<file path="src/rtl/cdps_pkg.sv">
`default_nettype none

package cdps_pkg;

	localparam int LINES_DEF = 12;
	localparam int LINES_MAX = 16;
	localparam int LINE_W    = 20;
	localparam int DLY_W     = 24;
	localparam int WANT_W    = 25;
	localparam int ERR_W     = 26;
	localparam int PAT_W     = 12;
	localparam int WIN_W     = 24;
	localparam int IDX_IN_W  = 4;

	localparam logic [WIN_W-1:0] WIN_RESET = WIN_W'(10000);

	localparam logic [LINE_W-1:0] LINE_RESET [LINES_MAX] = '{
		20'd50,    20'd145,   20'd250,   20'd816,
		20'd1015,  20'd1764,  20'd3527,  20'd6727,
		20'd12982, 20'd25455, 20'd50474, 20'd100880,
		20'd0,     20'd0,     20'd0,     20'd0
	};

	typedef struct packed {
		logic valid;
		logic last;
	} walk_ctl_t;

endpackage

`default_nettype wire

</file>
<file path="src/rtl/cdps_walker.sv">
`default_nettype none

module cdps_walker import cdps_pkg::*; #(
	parameter int NUM_LINES = LINES_DEF
) (
	input  wire logic                    clk,
	input  wire logic                    arst_n,
	input  wire logic                    wr_en,
	input  wire logic [IDX_IN_W-1:0]     wr_idx,
	input  wire logic [LINE_W-1:0]       wr_data,
	input  wire logic                    start,
	output walk_ctl_t                    ctl,
	output logic      [NUM_LINES-1:0]    pat,
	output logic      [DLY_W-1:0]        dly
);

	localparam int IDX_W = (NUM_LINES > 1) ? $clog2(NUM_LINES) : 1;

	logic [LINE_W-1:0]    line_q [NUM_LINES];
	logic [NUM_LINES-1:0] cnt_q;
	logic [NUM_LINES-1:0] pat_q;
	logic [DLY_W-1:0]     dly_q;
	logic                 run_q;
	logic [IDX_W-1:0]     flip;
	logic [DLY_W-1:0]     step;

	always_ff @(posedge clk or negedge arst_n) begin
		if (!arst_n) begin
			for (int i = 0; i < NUM_LINES; i++) begin
				line_q[i] <= LINE_RESET[i];
			end
		end else if (wr_en && (32'(wr_idx) < NUM_LINES)) begin
			line_q[wr_idx[IDX_W-1:0]] <= wr_data;
		end
	end

	// next Gray step flips the bit above the trailing ones of the count
	always_comb begin
		flip = '0;
		for (int i = NUM_LINES - 1; i >= 0; i--) begin
			if (!cnt_q[i]) begin
				flip = IDX_W'(i);
			end
		end
		step = DLY_W'(line_q[flip]);
	end

	always_ff @(posedge clk or negedge arst_n) begin
		if (!arst_n) begin
			run_q <= 1'b0;
			cnt_q <= '0;
			pat_q <= '0;
			dly_q <= '0;
		end else if (start) begin
			run_q <= 1'b1;
			cnt_q <= '0;
			pat_q <= '0;
			dly_q <= '0;
		end else if (run_q) begin
			if (&cnt_q) begin
				run_q <= 1'b0;
			end else begin
				cnt_q       <= cnt_q + 1'b1;
				pat_q[flip] <= !pat_q[flip];
				dly_q       <= pat_q[flip] ? dly_q - step : dly_q + step;
			end
		end
	end

	assign ctl.valid = run_q;
	assign ctl.last  = &cnt_q;
	assign pat       = pat_q;
	assign dly       = dly_q;

endmodule

`default_nettype wire

</file>
<file path="src/rtl/closest_delay_pattern_search_unit.sv">
// Write request: no result.
// Query request: one Gray-code walk with a single add/subtract accumulator runs twice, first
// for the best match, then for its sorted neighbors. One request at a time: no new request
// is taken until the previous query has finished; a finished query waits while the output
// register still holds an unread result.
// Reset (arst_n, asynchronous): line delays and search window take their default values.
`default_nettype none

module closest_delay_pattern_search_unit import cdps_pkg::*; #(
	parameter int NUM_LINES = LINES_DEF
) (
	input  wire logic         clk,
	input  wire logic         arst_n,
	input  wire logic         s_tvalid,
	output logic              s_tready,
	input  wire logic [55:0]  s_tdata,   // line_index, line_delay, desired_delay, pad
	input  wire logic         s_tuser,   // func
	output logic              m_tvalid,
	input  wire logic         m_tready,
	output logic      [111:0] m_tdata,   // best_delay, pattern_bits, delay_error,
	                                     // lower_delay, upper_delay, pad
	input  wire logic         cfg_wen,
	input  wire logic [23:0]  cfg_wdata
);

	localparam int KEY_W = DLY_W + NUM_LINES;

	typedef enum logic [1:0] {ST_IDLE, ST_SCAN1, ST_SCAN2, ST_FINISH} state_t;

	state_t               state_q;
	logic [WIN_W-1:0]     win_q;
	logic [WANT_W-1:0]    want_q;

	logic                 s_accept;
	logic                 wr_en;
	logic                 walk_start;
	walk_ctl_t            walk_ctl;
	logic [NUM_LINES-1:0] walk_pat;
	logic [DLY_W-1:0]     walk_dly;

	walk_ctl_t            ctl_s2;
	logic [NUM_LINES-1:0] pat_s2;
	logic [DLY_W-1:0]     dly_s2;
	logic [ERR_W-1:0]     dist_s2;

	logic signed [ERR_W-1:0] diff;
	logic [ERR_W-1:0]        dist_abs;

	logic                 found_q;
	logic [ERR_W-1:0]     best_dist_q;
	logic [DLY_W-1:0]     best_dly_q;
	logic [NUM_LINES-1:0] best_pat_q;
	logic                 have_lo_q;
	logic                 have_hi_q;
	logic [KEY_W-1:0]     lo_key_q;
	logic [KEY_W-1:0]     hi_key_q;

	logic [KEY_W-1:0]     key_s2;
	logic [KEY_W-1:0]     best_key;
	logic                 better;
	logic                 take_lo;
	logic                 take_hi;
	logic                 scan_end;
	logic                 fin_load;

	logic [DLY_W-1:0]     out_best_q;
	logic [PAT_W-1:0]     out_pat_q;
	logic [ERR_W-1:0]     out_err_q;
	logic [DLY_W-1:0]     out_lo_q;
	logic [DLY_W-1:0]     out_hi_q;
	logic [LINES_MAX-1:0] pat_ext;

	assign s_tready   = (state_q == ST_IDLE);
	assign s_accept   = s_tvalid && s_tready;
	assign wr_en      = s_accept && !s_tuser;
	assign scan_end   = ctl_s2.valid && ctl_s2.last;
	assign walk_start = (s_accept && s_tuser) || ((state_q == ST_SCAN1) && scan_end);
	assign fin_load   = (state_q == ST_FINISH) && (!m_tvalid || m_tready);

	cdps_walker #(
		.NUM_LINES(NUM_LINES)
	) u_walker (
		.clk    (clk),
		.arst_n (arst_n),
		.wr_en  (wr_en),
		.wr_idx (s_tdata[3:0]),
		.wr_data(s_tdata[23:4]),
		.start  (walk_start),
		.ctl    (walk_ctl),
		.pat    (walk_pat),
		.dly    (walk_dly)
	);

	always_ff @(posedge clk or negedge arst_n) begin
		if (!arst_n) begin
			win_q <= WIN_RESET;
		end else if (cfg_wen) begin
			win_q <= cfg_wdata;
		end
	end

	always_comb begin
		diff     = $signed({2'b00, walk_dly}) - $signed({want_q[WANT_W-1], want_q});
		dist_abs = diff[ERR_W-1] ? ERR_W'(-diff) : ERR_W'(diff);
	end

	always_ff @(posedge clk or negedge arst_n) begin
		if (!arst_n) begin
			ctl_s2 <= '0;
		end else begin
			ctl_s2 <= walk_ctl;
		end
	end

	always_ff @(posedge clk) begin
		pat_s2  <= walk_pat;
		dly_s2  <= walk_dly;
		dist_s2 <= dist_abs;
	end

	always_comb begin
		key_s2   = {dly_s2, pat_s2};
		best_key = {best_dly_q, best_pat_q};
		better   = (dist_s2 < ERR_W'(win_q)) &&
		           (!found_q || (dist_s2 < best_dist_q) ||
		            ((dist_s2 == best_dist_q) &&
		             ((dly_s2 < best_dly_q) ||
		              ((dly_s2 == best_dly_q) && (pat_s2 < best_pat_q)))));
		take_lo  = (key_s2 < best_key) && (!have_lo_q || (key_s2 > lo_key_q));
		take_hi  = (key_s2 > best_key) && (!have_hi_q || (key_s2 < hi_key_q));
		pat_ext  = '0;
		pat_ext[NUM_LINES-1:0] = best_pat_q;
	end

	always_ff @(posedge clk or negedge arst_n) begin
		if (!arst_n) begin
			state_q     <= ST_IDLE;
			m_tvalid    <= 1'b0;
			found_q     <= 1'b0;
			have_lo_q   <= 1'b0;
			have_hi_q   <= 1'b0;
			want_q      <= '0;
			best_dist_q <= '0;
			best_dly_q  <= '0;
			best_pat_q  <= '0;
			lo_key_q    <= '0;
			hi_key_q    <= '0;
			out_best_q  <= '0;
			out_pat_q   <= '0;
			out_err_q   <= '0;
			out_lo_q    <= '0;
			out_hi_q    <= '0;
		end else begin
			if (fin_load) begin
				m_tvalid <= 1'b1;
			end else if (m_tvalid && m_tready) begin
				m_tvalid <= 1'b0;
			end
			unique case (state_q)
				ST_IDLE: begin
					if (s_accept && s_tuser) begin
						want_q  <= s_tdata[48:24];
						found_q <= 1'b0;
						state_q <= ST_SCAN1;
					end
				end
				ST_SCAN1: begin
					if (ctl_s2.valid && better) begin
						found_q     <= 1'b1;
						best_dist_q <= dist_s2;
						best_dly_q  <= dly_s2;
						best_pat_q  <= pat_s2;
					end
					if (scan_end) begin
						// no match in the window: fall back to the empty pattern
						if (!found_q && !better) begin
							best_dly_q <= '0;
							best_pat_q <= '0;
						end
						have_lo_q <= 1'b0;
						have_hi_q <= 1'b0;
						state_q   <= ST_SCAN2;
					end
				end
				ST_SCAN2: begin
					if (ctl_s2.valid && take_lo) begin
						have_lo_q <= 1'b1;
						lo_key_q  <= key_s2;
					end
					if (ctl_s2.valid && take_hi) begin
						have_hi_q <= 1'b1;
						hi_key_q  <= key_s2;
					end
					if (scan_end) begin
						state_q <= ST_FINISH;
					end
				end
				ST_FINISH: begin
					if (fin_load) begin
						out_best_q <= best_dly_q;
						out_pat_q  <= pat_ext[PAT_W-1:0];
						out_err_q  <= ERR_W'($signed({2'b00, best_dly_q}) -
						                     $signed({want_q[WANT_W-1], want_q}));
						out_lo_q   <= have_lo_q ? lo_key_q[KEY_W-1 -: DLY_W] : best_dly_q;
						out_hi_q   <= have_hi_q ? hi_key_q[KEY_W-1 -: DLY_W] : best_dly_q;
						state_q    <= ST_IDLE;
					end
				end
				default: begin
					state_q <= ST_IDLE;
				end
			endcase
		end
	end

	assign m_tdata = {2'b00, out_hi_q, out_lo_q, out_err_q, out_pat_q, out_best_q};

endmodule

`default_nettype wire
</file>
<file path="config.mk">
export PLATFORM = sky130hd
export DESIGN_NAME = closest_delay_pattern_search_unit
export DESIGN_NICKNAME = d
export VERILOG_FILES = /design/src/rtl/cdps_pkg.sv /design/src/rtl/cdps_walker.sv /design/src/rtl/closest_delay_pattern_search_unit.sv
export SDC_FILE = /design/constraint.sdc
export NUM_CORES = 1
export LEC_CHECK = 0
export BUFFER_PORTS_ARGS = -buffer_cell sky130_fd_sc_hd__buf_2
export CAP_MARGIN = 20
export CORE_MARGIN = 3
export CORE_UTILIZATION = 40
export CTS_BUF_LIST = sky130_fd_sc_hd__clkbuf_16
export DETAILED_ROUTE_END_ITERATION = 8
export GPL_TIMING_DRIVEN = 0
export PLACE_DENSITY = 0.67
export SETUP_SLACK_MARGIN = 0.5
export SYNTH_ARGS = -nofsm -noshare
export SYNTH_HDL_FRONTEND = slang
export SYNTH_HIERARCHICAL = 1
export SYNTH_SLANG_ARGS = --single-unit
</file>
<file path="constraint.sdc">
create_clock -name clk -period 4.8 [get_ports clk]
set_input_delay 0.96 -clock clk [delete_from_list [all_inputs] [get_ports clk]]
set_output_delay 0.96 -clock clk [all_outputs]
set_load 0.05 [all_outputs]
</file>
# Yosys cells after proc, flatten, opt, wreduce, memory -nomap -nowiden
# Cells that the tools add are included.
[op_classes] n_addsub=6 bitwise_logic=2 reduce_logical=49 n_mux=60 eq_ne=13 n_lt_le_gt_ge=14
[op_table] cell="bitwise mux 240 bit" count=1
[op_table] cell="2-to-1 mux 24 bit" count=9
[op_table] cell="2-to-1 mux 12 bit" count=9
[op_table] cell="binary-select mux 20 bit (select 4 bit)" count=1
[op_table] cell="demux 20 bit (select 4 bit)" count=1
[op_table] cell="> comparator 36 bit" count=2
[op_table] cell="less-than comparator 36 bit" count=2
[op_table] cell="2-to-1 mux 20 bit" count=3
[op_table] cell="subtractor 25 x 25 -> 26 bit" count=2
[op_table] cell="2-to-1 mux 4 bit" count=12
[op_table] cell="equality test 26 bit" count=1
[op_table] cell="less-than comparator 26 x 24 -> 1 bit" count=1
[op_table] cell="less-than comparator 26 bit" count=1
[op_table] cell="negation 26 bit" count=1
[op_table] cell="2-to-1 mux 25 bit" count=1
[op_table] cell="adder 24 x 20 -> 24 bit" count=1
[op_table] cell="equality test 24 bit" count=1
[op_table] cell="less-than comparator 24 bit" count=1
[op_table] cell="subtractor 24 x 20 -> 24 bit" count=1
[op_table] cell="logical AND 1 bit" count=19
[op_table] cell="adder 12 x 1 -> 12 bit, second input constant" count=1
[op_table] cell="bitwise mux 12 bit" count=1
[op_table] cell="less-than comparator 12 bit" count=1
[op_table] cell="2-to-1 mux 1 bit" count=12
[op_table] cell="other kinds (23)" count=59
[word_totals] wordCells=183 reg_bits=652 out_inout_bits=114

# Depth between registers and ports, before layout
# Gate-level depths: netlist (run 1).
[logic_depth] word_depth=21 depth_mapped=27 ltp_nobuf=25

# Modules after synthesis
# Netlist (run 1), hierarchy kept.
[modules_own_cells] module="closest_delay_pattern_search_unit" n_inst=1 area_per_inst_um2=20113.0 seq_area_each_um2=8779.7 cells_per_inst=1986
[modules_own_cells] module="cdps_walker" n_inst=1 area_per_inst_um2=15092.0 seq_area_each_um2=7327.0 cells_per_inst=1361

# Worst setup path after synthesis (run 1)
# No wires, ideal clock.
[synth_path] path_type="reg2reg" from="register u_walker.cnt_q[10]" to="register u_walker.dly_q[23], in the netlist u_walker/dly[23]" period_less_slack_ns=5.066 slack_ns=-0.266 setup_time_ns=0.078 stages_incl_launch_ff=26 t_arrival_ns=4.988 n_path_buf=4 cell_sequence="dfrtp_1 > and2b_1 > o211a_1 > o21ai_1 > buf_4 > buf_6 > buf_4 > nand2_1 > nand3_1 > nand2_1 > a221oi_2 > clkbuf_1 > nor2_1 > xor2_1 > ha_1 > o21ai_0 > a21oi_1 > nor4_1 > o31ai_1 > o21ai_0 > nor3_1 > o22a_1 > nor4_1 > a41o_1 > or4_1 > a21oi_1"
[synth_between] elab_chain_cells=20 elab_cells_between_ends=26
[synth_rtl] item="start: declaration" line_no="cdps_walker.sv:20" text="logic [NUM_LINES-1:0] cnt_q;"
[synth_rtl] item="start signal: assignment" line_no="cdps_walker.sv:63" text="cnt_q <= cnt_q + 1'b1;"
[synth_rtl] item="2-to-1 mux 4 bit (11 in series)" line_no="cdps_walker.sv:41" text="if (!cnt_q[i]) begin"
[synth_rtl] item="NOT 4 -> 5 bit (not written as such)" line_no="cdps_walker.sv:45" text="step = DLY_W'(line_q[flip]);"
[synth_rtl] item="binary-select mux 20 bit (select 4 bit)" line_no="cdps_walker.sv:45"
[synth_rtl] item="2-to-1 mux 20 bit (not written as such) (2 in series)" line_no="cdps_walker.sv:45"
[synth_rtl] item="adder 24 x 20 -> 24 bit / subtractor 24 x 20 -> 24 bit (equally long branches)" line_no="cdps_walker.sv:65" text="dly_q <= pat_q[flip] ? dly_q - step : dly_q + step;"
[synth_rtl] item="2-to-1 mux 24 bit" line_no="cdps_walker.sv:65"
[synth_rtl] item="2-to-1 mux 24 bit" line_no="cdps_walker.sv:60" text="if (&cnt_q) begin"
[synth_rtl] item="2-to-1 mux 24 bit" line_no="cdps_walker.sv:59" text="end else if (run_q) begin"
[synth_rtl] item="2-to-1 mux 24 bit" line_no="cdps_walker.sv:54" text="end else if (start) begin"
[synth_rtl] item="end signal: assignment" line_no="cdps_walker.sv:65"
[synth_rtl] item="end: declaration" line_no="cdps_walker.sv:22" text="logic [DLY_W-1:0] dly_q;"
# Parallel ways exist; a longest one is shown, timed or not. The select of a mux whose other input is x is not followed.
# A chain may end at the register's enable or synchronous reset.

# Worst setup path after layout (run 1)
[layout_path] from="register u_walker.cnt_q[11]" to="register u_walker.dly_q[23], in the netlist u_walker/dly[23]"
[layout_between] elab_chain_cells=21 elab_cells_between_ends=27
[layout_rtl] item="2-to-1 mux 4 bit (12 in series)" line_no="cdps_walker.sv:41"
[layout_rtl] item="NOT 4 -> 5 bit (not written as such)" line_no="cdps_walker.sv:45"
[layout_rtl] item="binary-select mux 20 bit (select 4 bit)" line_no="cdps_walker.sv:45"
[layout_rtl] item="2-to-1 mux 20 bit (not written as such) (2 in series)" line_no="cdps_walker.sv:45"
[layout_rtl] item="adder 24 x 20 -> 24 bit / subtractor 24 x 20 -> 24 bit (equally long branches)" line_no="cdps_walker.sv:65"
[layout_rtl] item="2-to-1 mux 24 bit" line_no="cdps_walker.sv:65"
[layout_rtl] item="2-to-1 mux 24 bit" line_no="cdps_walker.sv:60"
[layout_rtl] item="2-to-1 mux 24 bit" line_no="cdps_walker.sv:59"
[layout_rtl] item="2-to-1 mux 24 bit" line_no="cdps_walker.sv:54"
# Parallel ways exist; a longest one is shown, timed or not. The select of a mux whose other input is x is not followed.

==> metrics, run 1 <==
number of synthesized register bits 652; Final Cell Area ~0.043 mm²; clock transition at the registers of the reported paths 60 ps; actual slew at the worst max-slew pin 1163 ps; CTS tree yes; final setup fails 18; Worst path max stage delay 630 ps; max-cap viol count 0; post-route ant nets 0; detailed placement HPWL between 70,000 and 80,000 µm; Pre-antenna DRT Iters 5; worst hold path class primary input to async pin; Worst R2R Path Depth 24; CP Cell Sequence and2b_2 > o211ai_4 > buf_6 > a2111oi_1 > a211oi_1 > o31a_1 > nor4_4 > buf_4 > nand4b_1 > nor2_4 > buf_6 > nor2_2 > xnor2_2 > ha_1 > nand3_1 > o31ai_4 > o21ai_2 > nor3_2 > o22a_1 > buf_4 > nor3_1 > a41o_1 > or4_1 > a21oi_2; Period Utilization, post-route 117.1%; share of layout cells above drive strength 1 roughly 29%; CTS Buffer Depth 3; Nets 4,099; final core utilization between 40% and 50%; failing checks setup timing; gpl congestion 0.9278; critical path class flip-flop to flip-flop; crit path DAT roughly 6000 ps; post-synthesis cell type count 97; Async SR Flop Fraction 90.49%; vias in the first global route approximately 27,000; Synth top area share 36.18%; DR vias 27,650; FF-to-FF Start u_walker/cnt_q[11]; r2r setup slk -820 ps; met3 WL 7290 µm; CP Buf/Inv Count 4; first-pass GRT wire length 160,100 µm; gr usage total between 20% and 30%; Root Driver clkbuf_16; I/O pin cnt 200; Iteration-0 DRC Markers 1,987; top cells by area, synth dfrtp_1 36%, mux2_2 8.7%, ha_1 8.4%, mux2i_1 6.5%, dfstp_2 6.0%; Setup Skew 32.01 ps; CP required roughly 5400 ps; Seq/Total Area, Yosys roughly 46%; Ys Warns 6; cell count after synthesis between 3,000 and 4,000; mapped cell area about 0.035 mm²; Rows approximately 110; detailed-route wire length on metal 1 44,150 µm; Initial Util 40.45%; area grow syn2layout 22.18%; count of flip-flops with a built-in enable after synthesis 0; top_reg_cell synth dfrtp_1; Final Hold Vio Count 0; pin count of the biggest net entering global routing 112; Setup WS post-layout -822.1 ps; non-filler cells, final 4,990; most area-hungry cell type in the Yosys netlist dfrtp_1; DR WL met2 between 50,000 and 60,000 µm; Syn Area/Cell 10.52 µm²; Critical Path End Type flip-flop; dpl cell area 0.03787 mm²; Min Clock Period, post-route ~5600 ps; Routed wire per std cell 21.56 µm; Max-slew headroom 22.18%; antenna violations before repair 4; clk sinks 652; placed cells 4,699; htree depth 3; Max Fclk approximately 180 MHz; Top Family by Delay on Critical Path compound AO/OA/AOI/OAI gates; die width 302.7 µm; RSZ-0062 raised after global routing yes; Top Metal Used met5; GRT overflow 0; drt drc 0; Clock Latency Late Sink 630 ps; dpl ws -1980 ps; Die ar. 0.09161 mm²; slowest stage cell, crit path a2111oi_1; crit-path max FO 5; vias per cell around 5.5; worst reg2reg endpoint u_walker/dly[23]; filler instances 7,750; Num CTS Buffers 73; WL final between 100,000 and 150,000 µm; Core Box Area 0.08702 mm²; fin. max-slew vios 0; PortBufs 189; Worst Setup Start Kind flip-flop; die height 302.7 µm; status finished, violations left
-- routing by layer --
metal	track usage (%)	up-vias
met5	0	-
met4	9.047	4
met3	4.122	307
met2	37.70	1040
met1	29.01	13710
li1	-	12600
-- metrics by stage --
| stage | hold slack, ps | setup TNS (ps) |
|---|---|---|
| 2_1_floorplan | 361.9 | -124.1 |
| 3_3_place_gp | 396.3 | -5454640 |
| 3_5_place_dp | 387.3 | -24360 |
| 4_1_cts | 127.6 | -1532 |
| 5_1_grt | 146.1 | -7641 |
| 6_report | 156.3 | -6818 |
-- cell families after synthesis --
| logic type | count (synthesis) | synth area share (%) |
|---|---|---|
| simple gates | 769 | 10.37 |
| flops | 652 | 45.75 |
| compound gates | 646 | 11.66 |
| mux | 521 | 16.09 |
| buf+inv | 420 | 5.100 |
| fa+ha+maj | 238 | 8.523 |
| xor+xnor | 100 | 2.488 |
| other cells | 1 | 0.01065 |
-- flip-flops by register name, summed over array words and instances (netlist names), 24 cells and up --
name and count:
best_dist_q 26, dly_s2 24, u_walker/line_q 240, out_hi_q 24, best_dly_q 24, out_err_q 26
win_q 24, out_lo_q 24, dist_s2 26, lo_key_q 36, u_walker/dly 24, hi_key_q 36
want_q 25, out_best_q 24
-- Yosys cell counts, types with 8 or more instances --
master	number
o31ai_1	12
dfrtp_1	509
a21o_1	76
inv_1	257
nor2b_1	26
a211oi_1	25
nand2b_1	35
nand3_1	76
dfstp_2	81
buf_2	24
o21a_1	17
o22ai_1	37
o21ai_0	196
clkbuf_1	95
mux2_4	22
buf_6	13
buf_1	16
and2_1	8
xor2_1	50
o211ai_1	12
a31oi_1	28
nand4_1	30
dfxtp_1	62
nand2_1	369
nor2_1	107
a211o_1	10
buf_4	11
nor3_1	31
mux2i_1	227
or3_1	14
a21oi_1	151
mux2_2	271
and3_1	20
xnor2_1	50
ha_1	235
-- worst max path at each step --
| stage | from | end | slack (ps) | cells past startpoint |
|---|---|---|---|---|
| after floorplan | u_walker/cnt_q[11] | u_walker/dly[23] | -120 | 23 |
| after global placement | arst_n | u_walker/line_q[197] | -9850 | 1 |
| after detailed placement | u_walker/cnt_q[2] | u_walker/dly[23] | -1980 | 25 |
| after CTS | u_walker/cnt_q[11] | u_walker/dly[23] | -440 | 27 |
| after global routing | u_walker/cnt_q[11] | u_walker/dly[23] | -850 | 24 |
| final | u_walker/cnt_q[11] | u_walker/dly[23] | -820 | 24 |
-- layout by cell type (no fill, tap or decap), types with 30 or more instances in the layout --
cell type	instances
o21ai_0	177
nand2_1	355
ha_1	226
nand2b_1	33
mux2i_1	218
inv_1	267
mux2_2	271
nor2_1	97
dfrtp_1	503
dfxtp_1	62
clkbuf_16	79
buf_4	122
nand3_1	66
nand4_1	30
xor2_1	46
dfstp_2	81
a21o_1	76
xnor2_1	40
a21oi_1	129
buf_6	52
clkbuf_1	81
o22ai_1	30
buf_2	199
-- final cells by class --
cell class / count / area [µm²] / share of cell area (%)
multi-input combinational: 2277 / 18420 / 42.82
sequential: 652 / 16110 / 37.46
timing repair buffer: 351 / 2504 / 5.821
clock buffer: 77 / 1927 / 4.480
tap: 1155 / 1445 / 3.360
buffer: 163 / 1130 / 2.627
inverter: 257 / 964.7 / 2.243
clock inverter: 57 / 508.0 / 1.181
antenna: 1 / 2.502 / 0.005818
-- timing repair --
action                     in CTS  in global routing
setup buffers                 125                 28
hold buffers                    0                  0
setup endpoints to repair      23                 19
gates resized for setup       243                101
pin swaps                     119                 56
gates cloned                    3                  0
Power of run 1 is left out: the tool's default activity adds up to more than one toggle a clock period on the data nets, which glitch-free logic cannot reach.
==> run 2: changes to the inputs <==
- PLACE_DENSITY: 0.67 -> 0.65
- clock period: 4.8 -> 6.32 ns (I/O delays scaled with it)
==> run 2 against run 1 <==
- the run now ends clean
- die area is the same
- clock-buffer cell count down 2
- maximum frequency decreased by 2.9%
- critical path depth unchanged
- global-route usage shrank 0.88 points
- sequential cell count unchanged
==> metrics, run 2 (same netlist as run 1, synthesis figures left out) <==
setup TNS 0 ps (+6818 ps); share of layout cells above drive strength 1 23.30% (-5.4 points); slowest stage cell, crit path or4_1; WL final 100,700 µm (-6.4%); critical path class flip-flop to flip-flop; largest reg by FF count u_walker/line_q; final setup fails 0 (-18); fin. max-slew vios 0 (unchanged); antenna violations before repair 3 (-1); placed cells 4,698 (-0.021%); detailed placement HPWL 74,620 µm (+0.45%); Routed wire per std cell 20.68 µm (-4.1%); post-route ant nets 0 (unchanged); crit-path max FO 10 (+5); filler instances 8,099 (+4.5%); CP required 6890 ps (+1540 ps); Iteration-0 DRC Markers 1,676 (-16%); Clock Latency Late Sink 640 ps (about the same); Critical Path End Type flip-flop; RSZ-0062 raised after global routing yes; first-pass GRT wire length 153,300 µm (-4.3%); Die ar. 0.09161 mm² (unchanged); DR vias 26,300 (-4.9%); PortBufs 189 (unchanged); met3 Use GR 4.043% (-0.079 points); Max Fclk 172.6 MHz (-2.9%); GR Util met1 27.98% (-1.0 points); met2 usage 36.24% (-1.5 points); GRT overflow 0 (unchanged); CP Cell Sequence and2b_2 > o211a_4 > o21ai_2 > clkbuf_4 > mux2i_1 > o22ai_1 > a211o_1 > nor3_2 > and3_4 > and3_4 > nor2_1 > xnor2_2 > ha_4 > and3_2 > a31oi_1 > o21ai_1 > a21o_1 > a21oi_1 > o21ai_0 > o22a_1 > nand3_1 > a31oi_1 > or4_1 > a21oi_2; Top Family by Delay on Critical Path compound AO/OA/AOI/OAI gates; FF/Latch Area 0.01611 mm² (about the same); area grow syn2layout 15.96%; clock transition at the registers of the reported paths 60 ps (about the same); Initial Util 40.45% (unchanged); CP Buf/Inv Count 1 (-3); worst hold path class flip-flop to flip-flop; r2r setup slk 530 ps (+1350 ps); Root Driver clkbuf_16; drt drc 0 (unchanged); Final Hold Vio Count 0 (unchanged); CTS tree yes; crit path DAT 6360 ps (+190 ps); die height 302.7 µm (unchanged); commonest non-fill, non-tap cell in the layout dfrtp_1; gr usage total 21.70% (-0.88 points); htree depth 3 (unchanged); Max-slew headroom 26.01% (+3.8 points); most frequent cells in the layout 506 x dfrtp_1, 364 x nand2_1, 271 x mux2_2; I/O pin cnt 200 (unchanged); status finished clean; vias in the first global route 26,090 (-4.2%); gr busiest metal met2; pin count of the biggest net entering global routing 111 (-0.89%); CTS Buffer Depth 3 (unchanged); max reg flops 240 (unchanged); Worst Setup Start Kind flip-flop; Pre-antenna DRT Iters 5 (unchanged); Top Registers u_walker/line_q: 240 flops, hi_key_q: 36 flops, lo_key_q: 36 flops; Period Utilization, post-route 91.66% (-25 points); gpl congestion 0.9149 (-1.4%); Min Clock Period, post-route 5793 ps (+170.9 ps); Setup Skew 34.80 ps (+2.789 ps); Multi-input gate area 0.01762 mm² (-4.3%); Num CTS Buffers 73 (unchanged); actual slew at the worst max-slew pin 1110 ps (-53.20 ps); Rows 108 (unchanged); clk sinks 652 (unchanged); vias per cell 5.401 (-2.5%); Nets 3,976 (-3.0%); Core Box Area 0.08702 mm² (unchanged); Worst path max stage delay 550 ps (-80 ps); die width 302.7 µm (unchanged); Hold Slack 397.4 ps (+241.2 ps); max-cap viol count 0 (unchanged); final core utilization 46.91% (-2.5 points); non-filler cells, final 4,869 (-2.4%)
run 2: changes by cell type in the layout (fill, tap and decap cells not counted), moves of 12 or more:
cell	before	now
a21oi_1	129	145
a21oi_2	19	7
buf_4	122	44
buf_6	52	19
o21ai_0	177	191
run 2: layout make-up:
| class | instances | area share, % |
|---|---|---|
| buffer | 163 | 2.342 |
| clock buffer | 75 | 4.597 |
| timing repair buffer | 228 | 3.335 |
| inverter | 257 | 2.363 |
| tap | 1155 | 3.540 |
| clock inverter | 61 | 1.186 |
| multi-input combinational | 2277 | 43.17 |
| sequential | 652 | 39.46 |
| antenna | 1 | 0.006130 |
run 2: layer usage:
metal  share of wire, %  vias to the layer above
met5              0.013                        -
met4                3.8                        2
met3                6.2                      174
met2                 47                      706
met1                 43                    13040
li1                   -                    12380
run 2: repair_timing:
action	CTS	global route
gates cloned	0	0
pin swaps	12	24
endpoints found under the setup margin	15	7
hold buffers	0	0
buffers inserted	11	23
resized for setup	54	69
run 2: final timing paths:
path / from / end / cells past startpoint
setup / recovery: u_walker/cnt_q[10] / u_walker/dly[23] / 24
setup reg to reg: u_walker/cnt_q[10] / u_walker/dly[23] / 24
hold reg to reg: u_walker/pat[2] / pat_s2[2] / 0
min in group asynchronous: arst_n / win_q[17] / 1
max in group asynchronous: arst_n / u_walker/line_q[92] / 4
hold / removal: u_walker/pat[2] / pat_s2[2] / 0
run 2: through the flow:
step	area [µm²]	worst slack [ps]
finish	40820	527.0
CTS	40400	502.0
global route	40820	322.6
floorplan	35210	1254
detailed placement	37750	-607.3
global placement	37600	-8684
Power of run 2 is left out for the same reason.
==> run 3: changes to the inputs <==
- REMOVE_ABC_BUFFERS: unset -> 1
==> run 3 against run 2 <==
- register-to-register slack better by 50 ps
- sequential cell count stayed put
- maximum frequency is 0.79% higher
- clock skew is 9.3 ps lower
- non-clock buffer count is 91 lower
- wire length is 5.9% lower
- worst setup slack better by 45 ps
- via count is 2.3% lower
- hold slack hardly changed
- critical endpoint unchanged
- clock-buffer cell count is 1 lower
==> metrics, run 3 (same netlist as run 1, synthesis figures left out) <==
Max Fclk 174.0 MHz (+0.79%); CTS tree yes; share of layout cells above drive strength 1 24.63% (+1.3 points); worst hold path class flip-flop to flip-flop; WL final 94,750 µm (-5.9%); Clock Latency Late Sink 650 ps (about the same); Rows 108 (unchanged); Worst path max stage delay 510 ps (-40 ps); r2r setup slk 570 ps (+50 ps); GRT overflow 0 (unchanged); Nets 3,888 (-2.2%); first-pass GRT wire length 145,300 µm (-5.2%); largest reg by FF count u_walker/line_q; most used cell, CP buf_4; critical path class flip-flop to flip-flop; commonest non-fill, non-tap cell in the layout dfrtp_1; Final Hold Vio Count 0 (unchanged); Num CTS Buffers 74 (+1.4%); slowest stage cell, crit path or4_4; Setup WS post-layout 572.3 ps (+45.29 ps); Routed wire per std cell 19.81 µm (-4.2%); worst reg2reg endpoint u_walker/dly[23]; FF-to-FF Start u_walker/cnt_q[11]; PortBufs 190 (+0.53%); Max-slew headroom 30.78% (+4.8 points); Critical Path End Type flip-flop; fin. max-slew vios 0 (unchanged); clock transition at the registers of the reported paths 60 ps (about the same); hold_sp u_walker/pat[0]; Hold Slack 397.9 ps (+0.4120 ps); drt drc 0 (unchanged); gpl congestion 0.8803 (-3.8%); max reg flops 240 (unchanged); pin count of the biggest net entering global routing 115 (+3.6%); htree depth 3 (unchanged); Setup Skew 25.47 ps (-9.329 ps); Initial Util 40.45% (unchanged); Period Utilization, post-route 90.95% (-0.72 points); Min Clock Period, post-route 5748 ps (-45.29 ps); CTS Buffer Depth 3 (unchanged); Die ar. 0.09161 mm² (unchanged); most frequent cells in the layout 501 x dfrtp_1, 363 x nand2_1, 273 x inv_1; Worst Setup Start Kind flip-flop; RSZ-0062 raised after global routing no; clk sinks 652 (unchanged); vias per cell 5.372 (-0.54%); actual slew at the worst max-slew pin 1030 ps (-80.06 ps); post-route ant nets 0 (unchanged); crit path DAT 6320 ps (-40 ps); max-cap viol count 0 (unchanged); die width 302.7 µm (unchanged); dpl ws -587.9 ps (+19.41 ps); antenna violations before repair 6 (+3); CP required 6890 ps (about the same); detailed placement HPWL 65,890 µm (-12%); Top Registers u_walker/line_q: 240 flops, hi_key_q: 36 flops, lo_key_q: 36 flops; status finished clean; final setup fails 0 (unchanged); area grow syn2layout 16.52%; Pre-antenna DRT Iters 6 (+1); gr usage total 20.27% (-1.4 points); Worst R2R Path Depth 27 (+13%); vias in the first global route 25,200 (-3.4%); CP startpoint u_walker/cnt_q[11]; final core utilization 47.14% (+0.23 points); Core Box Area 0.08702 mm² (unchanged); DR vias 25,690 (-2.3%); die height 302.7 µm (unchanged); worst hold endpoint pat_s2[0]; Root Driver clkbuf_16; crit-path max FO 5 (-5); I/O pin cnt 200 (unchanged); hold depth 0 (unchanged); Iteration-0 DRC Markers 1,774 (+5.8%)
## run 3: stage by stage
step / cell area (µm²) / cells / setup TNS (ps)
4_1_cts: 40490 / 4738 / 0
2_1_floorplan: 34380 / 3186 / -20780
3_3_place_gp: 36780 / 4531 / -5153720
5_1_grt: 41020 / 4781 / 0
3_5_place_dp: 37700 / 4569 / -614.7
6_report: 41020 / 4783 / 0
## run 3: timing repair
| action | in CTS | in global routing |
|---|---|---|
| pin swaps | 19 | 30 |
| resized for setup | 41 | 42 |
| setup buffers | 26 | 40 |
| hold endpoints to repair | 0 | 0 |
| setup endpoints to repair | 11 | 4 |
| hold buffers | 0 | 0 |
| cloned | 5 | 1 |
## run 3: layer usage
layer	vias to the layer above	wire length [µm]	global-route usage, %
li1	12180	-	-
met2	648	44740	33.65
met4	4	2897	6.269
met5	-	26	0
met1	12690	41680	27.06
met3	172	5401	3.535
## run 3: area by class of cell
type                       count  area, µm²
timing repair buffer         300       2405
fill                        7976      46000
antenna                        2      5.005
clock buffer                  74       1852
tap                         1155       1445
sequential                   652      16120
inverter                     257      964.7
multi-input combinational   2279      17750
clock inverter                64      479.2
## run 3: worst max path at each step
stage / to / slack, ps
after floorplan: u_walker/dly[23] / -1780
after global placement: u_walker/line_q[87] / -8610
after detailed placement: u_walker/dly[23] / -590
after CTS: u_walker/dly[23] / 500
after global routing: u_walker/dly[23] / 380
final: u_walker/dly[23] / 570
## run 3: worst max-delay path: cells and delay by family (launching register included)
kind            cells  cell delay (ps)
buf+inv             5              640
simple gates        8             1600
xor+xnor            1              140
fa+ha+maj           2              600
compound gates     11             2290
flops               1              390
Power of run 3 is left out for the same reason.
